[config.mk]
export PLATFORM = sky130hd
export DESIGN_NAME = odometer_lcd_char_sequencer
export DESIGN_NICKNAME = d
export VERILOG_FILES = /design/src/rtl/ocs_pkg.sv /design/src/rtl/ocs_queue.sv /design/src/rtl/ocs_front.sv /design/src/rtl/ocs_back.sv /design/src/rtl/odometer_lcd_char_sequencer.sv
export VERILOG_INCLUDE_DIRS = /design/src /design/src/rtl
export SDC_FILE = /design/constraint.sdc
export NUM_CORES = 2
export LEC_CHECK = 0
export BUFFER_PORTS_ARGS = -buffer_cell sky130_fd_sc_hd__buf_2
export CORE_MARGIN = 2
export CORE_UTILIZATION = 45
export CTS_BUF_LIST = sky130_fd_sc_hd__clkbuf_4 sky130_fd_sc_hd__clkbuf_8 sky130_fd_sc_hd__clkbuf_16
export DETAILED_ROUTE_END_ITERATION = 8
export HOLD_SLACK_MARGIN = 0.02
export PLACE_DENSITY = 0.58
export SYNTH_ARGS = -nofsm -noshare
export SYNTH_HDL_FRONTEND = slang
export SYNTH_SLANG_ARGS = --single-unit
export TNS_END_PERCENT = 30
[constraint.sdc]
create_clock -name clock -period 22.9 [get_ports clock]
set_clock_uncertainty 0.15 [all_clocks]
set_input_delay 6.87 -clock clock [delete_from_list [all_inputs] [get_ports clock]]
set_output_delay 6.87 -clock clock [all_outputs]
set_load 0.01 [all_outputs]
[src/rtl/odometer_lcd_char_sequencer_macros.svh]
// Assertion macros shared by the odometer LCD character sequencer.
`ifndef ODOMETER_LCD_CHAR_SEQUENCER_MACROS_SVH
`define ODOMETER_LCD_CHAR_SEQUENCER_MACROS_SVH

// Check that a condition implies another in the same cycle.
`define OCS_ASSERT_IMPLY(label, clk, rst, cond, conseq, msg) \
   label: assert property (@(posedge clk) disable iff (rst) (cond) |-> (conseq)) \
      else $error(msg);

// Check that a condition implies another in the next cycle.
`define OCS_ASSERT_NEXT(label, clk, rst, cond, conseq, msg) \
   label: assert property (@(posedge clk) disable iff (rst) (cond) |=> (conseq)) \
      else $error(msg);

`endif

[src/rtl/ocs_pkg.sv]
// Package: types, character codes and reciprocal tables of the LCD sequencer.
`timescale 1ns / 1ps

package ocs_pkg;

   // defaults for top-level parameters
   localparam int FRAME_END_DEFAULT   = 81;
   localparam int QUEUE_DEPTH_DEFAULT = 2;

   localparam int VALUE_W = 24;
   localparam logic [VALUE_W-1:0] VALUE_MAX = 24'd9999999;

   // LCD codes
   localparam logic [7:0] CMD_HOME = 8'h80;
   localparam logic [7:0] CH_ZERO  = 8'd48;
   localparam logic [7:0] CH_DOT   = 8'd46;
   localparam logic [7:0] CH_SPACE = 8'd32;
   localparam logic [7:0] CH_UP_M  = 8'd77;
   localparam logic [7:0] CH_UP_K  = 8'd75;
   localparam logic [7:0] CH_LO_I  = 8'd105;
   localparam logic [7:0] CH_LO_M  = 8'd109;
   localparam logic [7:0] CH_UP_E  = 8'd69;
   localparam logic [7:0] CH_UP_R  = 8'd82;
   localparam logic [7:0] CH_UP_O  = 8'd79;

   // reciprocal multiply: floor(v / d) = (v * M) >> S, exact for v < 2**24
   localparam int RECIP_W   = 25;
   localparam int SHIFT_W   = 6;
   localparam int PRODUCT_W = VALUE_W + RECIP_W;
   localparam logic [RECIP_W-1:0] RECIP_TEN = 25'd26843546;
   localparam int SHIFT_TEN = 28;

   typedef enum logic [0:0] {
      KIND_LITERAL,
      KIND_DIGIT
   } kind_type;

   // word passed from the front to the back through the middle queue
   typedef struct packed {
      logic               is_command;
      kind_type           kind;
      logic [7:0]         lit_byte;
      logic [2:0]         pow_idx;   // digit place: 0 tenths .. 6 hundred-thousands
      logic [VALUE_W-1:0] value;
   } mid_entry_type;

   // result word
   typedef struct packed {
      logic       is_command;
      logic [7:0] lcd_byte;
   } rsp_word_type;

   // multiplier for division by 10**idx
   function automatic logic [RECIP_W-1:0] recip_mult(input logic [2:0] idx);
      logic [RECIP_W-1:0] m;
      unique case (idx)
         3'd0:    m = 25'd1;
         3'd1:    m = 25'd26843546;
         3'd2:    m = 25'd21474837;
         3'd3:    m = 25'd17179870;
         3'd4:    m = 25'd27487791;
         3'd5:    m = 25'd21990233;
         3'd6:    m = 25'd17592187;
         default: m = 25'd1;
      endcase
      return m;
   endfunction

   // shift paired with recip_mult
   function automatic logic [SHIFT_W-1:0] recip_shift(input logic [2:0] idx);
      logic [SHIFT_W-1:0] s;
      unique case (idx)
         3'd0:    s = 6'd0;
         3'd1:    s = 6'd28;
         3'd2:    s = 6'd31;
         3'd3:    s = 6'd34;
         3'd4:    s = 6'd38;
         3'd5:    s = 6'd41;
         3'd6:    s = 6'd44;
         default: s = 6'd0;
      endcase
      return s;
   endfunction

   // letters of ERROR
   function automatic logic [7:0] err_char(input logic [2:0] idx);
      logic [7:0] c;
      unique case (idx)
         3'd0:    c = CH_UP_E;
         3'd1:    c = CH_UP_R;
         3'd2:    c = CH_UP_R;
         3'd3:    c = CH_UP_O;
         3'd4:    c = CH_UP_R;
         default: c = CH_SPACE;
      endcase
      return c;
   endfunction

endpackage

[src/rtl/ocs_queue.sv]
// Small register queue with registered head, used between the stages.
`timescale 1ns / 1ps

module ocs_queue #(
   parameter int WIDTH = 8,
   parameter int DEPTH = 2
) (
   input  logic             clock,
   input  logic             reset,
   input  logic             push,
   input  logic [WIDTH-1:0] push_data,
   output logic             full,
   input  logic             pop,
   output logic [WIDTH-1:0] head_data,
   output logic             empty
);
   localparam int PTR_W = (DEPTH > 1) ? $clog2(DEPTH) : 1;
   localparam int CNT_W = $clog2(DEPTH + 1);
   localparam logic [PTR_W-1:0] PTR_LAST = PTR_W'(DEPTH - 1);
   localparam logic [CNT_W-1:0] CNT_FULL = CNT_W'(DEPTH);

   logic [WIDTH-1:0] mem_ff [DEPTH];
   logic [PTR_W-1:0] wr_ptr_ff, wr_ptr_in;
   logic [PTR_W-1:0] rd_ptr_ff, rd_ptr_in;
   logic [CNT_W-1:0] count_ff, count_in;
   logic             do_push, do_pop;

   assign full      = (count_ff == CNT_FULL);
   assign empty     = (count_ff == '0);
   assign do_push   = push && !full;
   assign do_pop    = pop && !empty;
   assign head_data = mem_ff[rd_ptr_ff];

   // advance pointers and count
   always_comb begin
      wr_ptr_in = wr_ptr_ff;
      rd_ptr_in = rd_ptr_ff;
      count_in  = count_ff;
      if (do_push) begin
         wr_ptr_in = (wr_ptr_ff == PTR_LAST) ? '0 : wr_ptr_ff + 1'b1;
      end
      if (do_pop) begin
         rd_ptr_in = (rd_ptr_ff == PTR_LAST) ? '0 : rd_ptr_ff + 1'b1;
      end
      if (do_push && !do_pop) begin
         count_in = count_ff + 1'b1;
      end else if (do_pop && !do_push) begin
         count_in = count_ff - 1'b1;
      end
   end

   always_ff @(posedge clock) begin
      if (reset) begin
         wr_ptr_ff <= '0;
         rd_ptr_ff <= '0;
         count_ff  <= '0;
      end else begin
         wr_ptr_ff <= wr_ptr_in;
         rd_ptr_ff <= rd_ptr_in;
         count_ff  <= count_in;
      end
   end

   // store the pushed word
   always_ff @(posedge clock) begin
      if (do_push) begin
         mem_ff[wr_ptr_ff] <= push_data;
      end
   end

endmodule

[src/rtl/ocs_front.sv]
// Front: keeps the screen position and classifies each tick into a literal or a digit.
`timescale 1ns / 1ps

module ocs_front #(
   parameter int FRAME_END = ocs_pkg::FRAME_END_DEFAULT
) (
   input  logic                         clock,
   input  logic                         reset,
   input  logic                         req_push,
   output logic                         req_full,
   input  logic [ocs_pkg::VALUE_W-1:0]  req_total_distance,
   input  logic [ocs_pkg::VALUE_W-1:0]  req_trip_distance,
   input  logic                         req_miles_select,
   input  logic                         req_error_mode,
   output logic                         mid_push,
   output ocs_pkg::mid_entry_type       mid_entry,
   input  logic                         mid_full
);
   import ocs_pkg::*;

   localparam logic [7:0] POS_END = 8'(FRAME_END);

   logic [7:0]         position_ff, position_in;
   logic               line_two;
   logic [7:0]         offset;
   logic [VALUE_W-1:0] raw_value;
   logic [VALUE_W-1:0] clamped_value;

   assign req_full = mid_full;
   assign mid_push = req_push && !mid_full;

   // pick the line and clamp its value
   assign line_two      = (position_ff >= 8'd41) && (position_ff <= 8'd53);
   assign offset        = line_two ? (position_ff - 8'd40) : position_ff;
   assign raw_value     = line_two ? req_trip_distance : req_total_distance;
   assign clamped_value = (raw_value > VALUE_MAX) ? VALUE_MAX : raw_value;

   // classify the current position
   always_comb begin
      mid_entry            = '0;
      mid_entry.is_command = 1'b0;
      mid_entry.kind       = KIND_LITERAL;
      mid_entry.lit_byte   = CH_SPACE;
      mid_entry.pow_idx    = 3'd0;
      mid_entry.value      = clamped_value;
      position_in          = position_ff + 8'd1;
      priority if (position_ff == POS_END) begin
         mid_entry.is_command = 1'b1;
         mid_entry.lit_byte   = CMD_HOME;
         position_in          = 8'd1;
      end else if (req_error_mode) begin
         if ((position_ff >= 8'd6) && (position_ff <= 8'd10)) begin
            mid_entry.lit_byte = err_char(3'(position_ff - 8'd6));
         end
      end else if (line_two || ((position_ff >= 8'd1) && (position_ff <= 8'd13))) begin
         priority if ((offset >= 8'd4) && (offset <= 8'd9)) begin
            mid_entry.kind    = KIND_DIGIT;
            mid_entry.pow_idx = 3'(8'd10 - offset);
         end else if (offset == 8'd10) begin
            mid_entry.lit_byte = CH_DOT;
         end else if (offset == 8'd11) begin
            mid_entry.kind    = KIND_DIGIT;
            mid_entry.pow_idx = 3'd0;
         end else if (offset == 8'd12) begin
            mid_entry.lit_byte = req_miles_select ? CH_UP_M : CH_UP_K;
         end else if (offset == 8'd13) begin
            mid_entry.lit_byte = req_miles_select ? CH_LO_I : CH_LO_M;
         end else begin
            // leading blanks of a distance line
            mid_entry.lit_byte = CH_SPACE;
         end
      end else begin
         // blank filler outside both lines
         mid_entry.lit_byte = CH_SPACE;
      end
   end

   // advance the position on each accepted word
   always_ff @(posedge clock) begin
      if (reset) begin
         position_ff <= 8'd1;
      end else if (mid_push) begin
         position_ff <= position_in;
      end
   end

endmodule

[src/rtl/ocs_back.sv]
// Back: extracts decimal digits through two reciprocal-multiply stages.
`timescale 1ns / 1ps

module ocs_back (
   input  logic                    clock,
   input  logic                    reset,
   input  ocs_pkg::mid_entry_type  mid_head,
   input  logic                    mid_empty,
   output logic                    mid_pop,
   input  logic                    out_full,
   output logic                    out_push,
   output ocs_pkg::rsp_word_type   out_word
);
   import ocs_pkg::*;

   logic                 advance;

   // stage A: quotient by the digit place
   logic                 a_valid_ff;
   logic                 a_cmd_ff;
   kind_type             a_kind_ff;
   logic [7:0]           a_byte_ff;
   logic [VALUE_W-1:0]   a_quot_ff, a_quot_in;
   logic [PRODUCT_W-1:0] a_product;

   // stage B: low bits of quotient and of quotient / 10
   logic                 b_valid_ff;
   logic                 b_cmd_ff;
   kind_type             b_kind_ff;
   logic [7:0]           b_byte_ff;
   logic [3:0]           b_quot_lo_ff;
   logic [3:0]           b_q10_lo_ff, b_q10_lo_in;
   logic [PRODUCT_W-1:0] b_product;

   logic [3:0]           digit;

   // hold the whole pipe while the last stage cannot drain
   assign advance  = !(b_valid_ff && out_full);
   assign mid_pop  = advance && !mid_empty;
   assign out_push = b_valid_ff && !out_full;

   // divide by 10**place
   assign a_product = PRODUCT_W'(mid_head.value) * PRODUCT_W'(recip_mult(mid_head.pow_idx));
   assign a_quot_in = VALUE_W'(a_product >> recip_shift(mid_head.pow_idx));

   // divide the quotient by ten
   assign b_product   = PRODUCT_W'(a_quot_ff) * PRODUCT_W'(RECIP_TEN);
   assign b_q10_lo_in = b_product[SHIFT_TEN +: 4];

   // remainder by ten needs only the low four bits
   assign digit = b_quot_lo_ff - ((b_q10_lo_ff << 3) + (b_q10_lo_ff << 1));

   always_comb begin
      out_word.is_command = b_cmd_ff;
      unique case (b_kind_ff)
         KIND_DIGIT:   out_word.lcd_byte = CH_ZERO + {4'd0, digit};
         KIND_LITERAL: out_word.lcd_byte = b_byte_ff;
         default:      out_word.lcd_byte = b_byte_ff;
      endcase
   end

   always_ff @(posedge clock) begin
      if (reset) begin
         a_valid_ff <= 1'b0;
         b_valid_ff <= 1'b0;
      end else if (advance) begin
         a_valid_ff <= !mid_empty;
         b_valid_ff <= a_valid_ff;
      end
   end

   // move payload down the pipe
   always_ff @(posedge clock) begin
      if (advance) begin
         a_cmd_ff     <= mid_head.is_command;
         a_kind_ff    <= mid_head.kind;
         a_byte_ff    <= mid_head.lit_byte;
         a_quot_ff    <= a_quot_in;
         b_cmd_ff     <= a_cmd_ff;
         b_kind_ff    <= a_kind_ff;
         b_byte_ff    <= a_byte_ff;
         b_quot_lo_ff <= a_quot_ff[3:0];
         b_q10_lo_ff  <= b_q10_lo_in;
      end
   end

endmodule

[src/rtl/odometer_lcd_char_sequencer.sv]
// Top level of the odometer LCD character sequencer.
//
//   channel  | direction | handshake      | fields
//   ---------+-----------+----------------+------------------------------------------
//   req      | in        | push / full    | total_distance, trip_distance,
//            |           |                | miles_select, error_mode
//   rsp      | out       | empty / pop    | is_command, lcd_byte
//
// One word is taken per cycle and one result word leaves per cycle while no full queue stalls the flow.
// A word that is taken passes through the middle queue, then the two multiply stages
// of the digit unit, then the result queue.
// Synchronous reset puts the screen position at 1 and empties both queues.
// A full result queue stalls the digit unit; the middle queue then fills and
// raises req_full, so each side stalls without losing a word.
`timescale 1ns / 1ps
`include "odometer_lcd_char_sequencer_macros.svh"

module odometer_lcd_char_sequencer #(
   parameter int FRAME_END   = ocs_pkg::FRAME_END_DEFAULT,
   parameter int QUEUE_DEPTH = ocs_pkg::QUEUE_DEPTH_DEFAULT
) (
   input  logic                        clock,
   input  logic                        reset,
   input  logic                        req_push,
   output logic                        req_full,
   input  logic [ocs_pkg::VALUE_W-1:0] req_total_distance,
   input  logic [ocs_pkg::VALUE_W-1:0] req_trip_distance,
   input  logic                        req_miles_select,
   input  logic                        req_error_mode,
   output logic                        rsp_empty,
   input  logic                        rsp_pop,
   output logic                        rsp_is_command,
   output logic [7:0]                  rsp_lcd_byte
);
   import ocs_pkg::*;

   localparam int MID_W = $bits(mid_entry_type);
   localparam int RSP_W = $bits(rsp_word_type);

   logic          mid_push, mid_full, mid_pop, mid_empty;
   mid_entry_type mid_entry, mid_head;
   logic          out_push, out_full;
   rsp_word_type  out_word, out_head;

   ocs_front #(
      .FRAME_END (FRAME_END)
   ) u_front (
      .clock              (clock),
      .reset              (reset),
      .req_push           (req_push),
      .req_full           (req_full),
      .req_total_distance (req_total_distance),
      .req_trip_distance  (req_trip_distance),
      .req_miles_select   (req_miles_select),
      .req_error_mode     (req_error_mode),
      .mid_push           (mid_push),
      .mid_entry          (mid_entry),
      .mid_full           (mid_full)
   );

   // decouple classification from digit extraction
   ocs_queue #(
      .WIDTH (MID_W),
      .DEPTH (QUEUE_DEPTH)
   ) u_mid_queue (
      .clock     (clock),
      .reset     (reset),
      .push      (mid_push),
      .push_data (mid_entry),
      .full      (mid_full),
      .pop       (mid_pop),
      .head_data (mid_head),
      .empty     (mid_empty)
   );

   ocs_back u_back (
      .clock     (clock),
      .reset     (reset),
      .mid_head  (mid_head),
      .mid_empty (mid_empty),
      .mid_pop   (mid_pop),
      .out_full  (out_full),
      .out_push  (out_push),
      .out_word  (out_word)
   );

   // hold finished words for the consumer
   ocs_queue #(
      .WIDTH (RSP_W),
      .DEPTH (QUEUE_DEPTH)
   ) u_rsp_queue (
      .clock     (clock),
      .reset     (reset),
      .push      (out_push),
      .push_data (out_word),
      .full      (out_full),
      .pop       (rsp_pop),
      .head_data (out_head),
      .empty     (rsp_empty)
   );

   assign rsp_is_command = out_head.is_command;
   assign rsp_lcd_byte   = out_head.lcd_byte;

   // the only command is cursor home
   `OCS_ASSERT_IMPLY(a_cmd_home, clock, reset, !rsp_empty && rsp_is_command, rsp_lcd_byte == CMD_HOME, "command word is not cursor home")

   // data characters stay in the printable set used on screen
   `OCS_ASSERT_IMPLY(a_data_range, clock, reset, !rsp_empty && !rsp_is_command, (rsp_lcd_byte >= CH_SPACE) && (rsp_lcd_byte <= CH_LO_M), "data character out of range")

   // a word written to the result queue is visible next cycle
   `OCS_ASSERT_NEXT(a_push_shows, clock, reset, out_push, !rsp_empty, "pushed result word not visible")

   // the digit unit never pushes into a full result queue
   `OCS_ASSERT_IMPLY(a_stall_hold, clock, reset, out_full, !out_push, "result word pushed while result queue full")

endmodule
==> key figures <==
Routing
  – Via count: approximately 28000
  – Initial DRC count: ~2200
  – Mean routed wirelength per cell: about 24 µm
  – First-pass iteration count of the detailed router: 6
  – Number of routed nets with antenna violations: 0
  – Post-detailed-routing wire length: between 100 and 150 mm
  – Drt drc: 0
  – DR vias/cell: 5.65

Die
  – Count of boundary I/O pins: 65
  – Height of the die: ~290 µm
  – Total die area: between 80000 and 90000 µm²
  – Floorplan Core Area: between 70000 and 80000 µm²
  – Count of standard-cell rows: a little over 100
  – Die Wd: ~290 µm
  – Initial core utilization: between 40% and 50%

Clocking
  – Clock-pin slew on the worst setup and hold paths: about 0.070 ns
  – Maximum level of the CTS H-tree: 4
  – Number of clock buffers inserted by TritonCTS: 17
  – Cts-stage hold buffer count: 0
  – Clk Latency, worst-skew pair: approximately 0.46 ns
  – Gates resized, CTS repair: 0
  – Number of buffers between clock root and the deepest sink: 2
  – Clock Tree Root: sky130_fd_sc_hd__clkbuf_16
  – TritonCTS clock tree: yes
  – Buffers inserted by post-CTS timing repair: 0
  – CTS sink count: approximately 160

Synth
  – Library cell occupying the most area in the post-synthesis netlist: sky130_fd_sc_hd__fa_1
  – Syn_area_per_cell: 9.20 µm²
  – Flip-flop and latch count after synthesis: 159
  – Cell count after synthesis: 3931
  – Area share of the largest cell type after synthesis: 36.3%
  – Async set-or-reset flop fraction in the synthesized netlist: 0%
  – Sequential cell area fraction in the yosys report: about an eighth
  – Top area cells in the synthesized netlist: sky130_fd_sc_hd__fa_1 (36%), sky130_fd_sc_hd__ha_1 (13%), sky130_fd_sc_hd__edfxtp_1 (12%)
  – Cell variety after synth: ~100
  – Top cells by instance count after synthesis: sky130_fd_sc_hd__inv_1 (799), sky130_fd_sc_hd__fa_1 (656), sky130_fd_sc_hd__nand2_1 (456)
  – EDFF count, synth: 139
  – Most instantiated library cell after synthesis: sky130_fd_sc_hd__inv_1
  – Cell Area, Synth: approximately 36000 µm²
  – Total nets after synthesis: about 5000
  – Most frequently used flop master after synthesis: sky130_fd_sc_hd__edfxtp_1
  – Count of warnings emitted by yosys: 0

GRT
  – Antenna violations before repair: 0
  – Pin count of the biggest net entering global routing: 62
  – Residual overflow from global routing: 0
  – Global routing usage summed across all routing layers: between 20% and 30%
  – Vias in the first global route: about 29000
  – Global-route wire length before repair: about 180 mm

Critical path
  – Critical Path Sink Type: flip-flop
  – Crit path launch type: flip-flop
  – Reg-to-reg slack, setup: ~10 ns
  – Worst path required time: about 23 ns
  – Biggest cell delay along the critical path: about 0.8 ns
  – Path depth of the worst reg2reg path: 32
  – Setup Crit Path Kind: flip-flop to flip-flop
  – Worst-path cell with the longest stage delay: sky130_fd_sc_hd__nand2_1
  – CP max FO: 58
  – Critical Path AT: between 10 and 15 ns
  – Crit-path most repeated cell: sky130_fd_sc_hd__fa_1

STA
  – Final sum of negative setup slack: 0 ns
  – Final hold violations: 0
  – Final setup vio count: 0
  – Final count of pins violating max slew: 0
  – Post-layout min period: ~13 ns
  – Max-slew headroom at the worst pin: between 20% and 30%
  – Transition time of the tightest slew-check pin: ~1.2 ns
  – Setup repair after global routing missed its margin: false
  – Top achievable clock speed: 79.1 MHz
  – Post-route clock period utilization: 55.2%

Placed design
  – Number of buffers added on ports: between 60 and 70
  – Final weighted congestion of routability-driven global placement: 1.01
  – Post-detail-place hpwl: a little under 100 mm

Run status
  – Result of the run: complete, no violations

Layout
  – Relative area change from synthesis to final layout: 5.75%
  – Diodes inserted: 0
  – Ratio of cells with drive above 1 in the final layout: around 7.3%
  – FILL cells: around 7700
  – Fin nets: between 4000 and 5000

Min path
  – Min-Delay Path Class: flip-flop to flip-flop
  – Worst Hold Depth: 0

Flow run
  – Max Cap Violations: 0
-- worst paths after layout --
check / startpoint / endpoint
worst max register to register: flip-flop / u_back.a_quot_ff[19]$_SDFFCE_PP0N_
worst max-delay path: flip-flop / u_back.a_quot_ff[19]$_SDFFCE_PP0N_
worst min register to register: u_back.a_byte_ff[1]$_DFFE_PN_ / u_back.b_byte_ff[1]$_DFFE_PN_
worst min-delay path: u_back.a_byte_ff[1]$_DFFE_PN_ / u_back.b_byte_ff[1]$_DFFE_PN_
-- cells by family after synthesis --
kind of cell,share of synthesized area [%]
AOI/OAI and AO/OA,9.39
xor gates and xnor gates,2.01
adders and majority gates,48.9
buffers and inverters,10.2
DFF,12.7
muxes,4.08
and+or+nand+nor,12.8
-- final cells by class --
class	instances	area [µm²]	share of cell area (%)
tap	1050	1310	3.44
clock inverter	12	106	0.278
timing repair buffer	127	793	2.08
inverter	800	3000	7.86
sequential	159	4580	12.0
clock buffer	20	478	1.25
multi-input combinational	2808	28000	73.1
-- registers in the layout, indices dropped and copies added (netlist names), 2 cells and up, named ones only --
signal / flops
u_back.b_quot_lo_ff: 4
u_mid_queue.count_ff: 2
u_back.b_byte_ff: 8
u_front.position_ff: 8
u_back.a_byte_ff: 8
u_back.b_q10_lo_ff: 3
u_mid_queue.mem_ff: 72
u_rsp_queue.count_ff: 2
u_back.a_quot_ff: 24
u_rsp_queue.mem_ff: 18
-- stage by stage --
step           instance area [µm²]  setup WS, ns  hold slack [ns]  instances  utilization [%]
2_1_floorplan                36100         13.26            0.250       3931                -
3_3_place_gp                 37600         10.46            0.251       4944             47.5
3_5_place_dp                 37600         10.46            0.255       4944             47.5
4_1_cts                      38200         10.45            0.271       4976             48.2
5_1_grt                      38200          9.60            0.275       4976             48.2
6_report                     38200         10.26            0.268       4976             48.2
-- per-layer routing --
layer | global-route usage [%] | vias to the layer above | routed length (µm)
met3 | 6.44 | 295 | 9670
met4 | 14.1 | 0 | 6530
li1 | - | 12600 | -
met1 | 37.8 | 14000 | 47700
met5 | 0 | - | 0
met2 | 47.0 | 1248 | 54100
-- placed cells by master (no fill, tap or decap), drive strengths merged, types with 40 or more instances in the layout --
master	Yosys	layout
inv	800	810
fa	656	656
nand2	456	456
nor2	365	365
ha	362	362
edfxtp	139	139
a21oi	134	134
buf	55	127
o21ai	115	115
mux2i	79	79
mux2	58	58
xnor2	57	57
nand3	44	44
nor3	43	43
nand4	40	40
-- critical path, delay by kind of cell, from the launching register on --
kind	cells	cell delay (ns)
adders and majority gates	9	4.59
and+or+nand+nor	7	2.83
AOI/OAI and AO/OA	8	1.93
buffers and inverters	5	1.30
xor gates and xnor gates	1	0.67
muxes	2	0.64
DFF	1	0.31
Power is not shown: default switching activity piles up to over one toggle a cycle in this logic, so the estimate is an artifact.
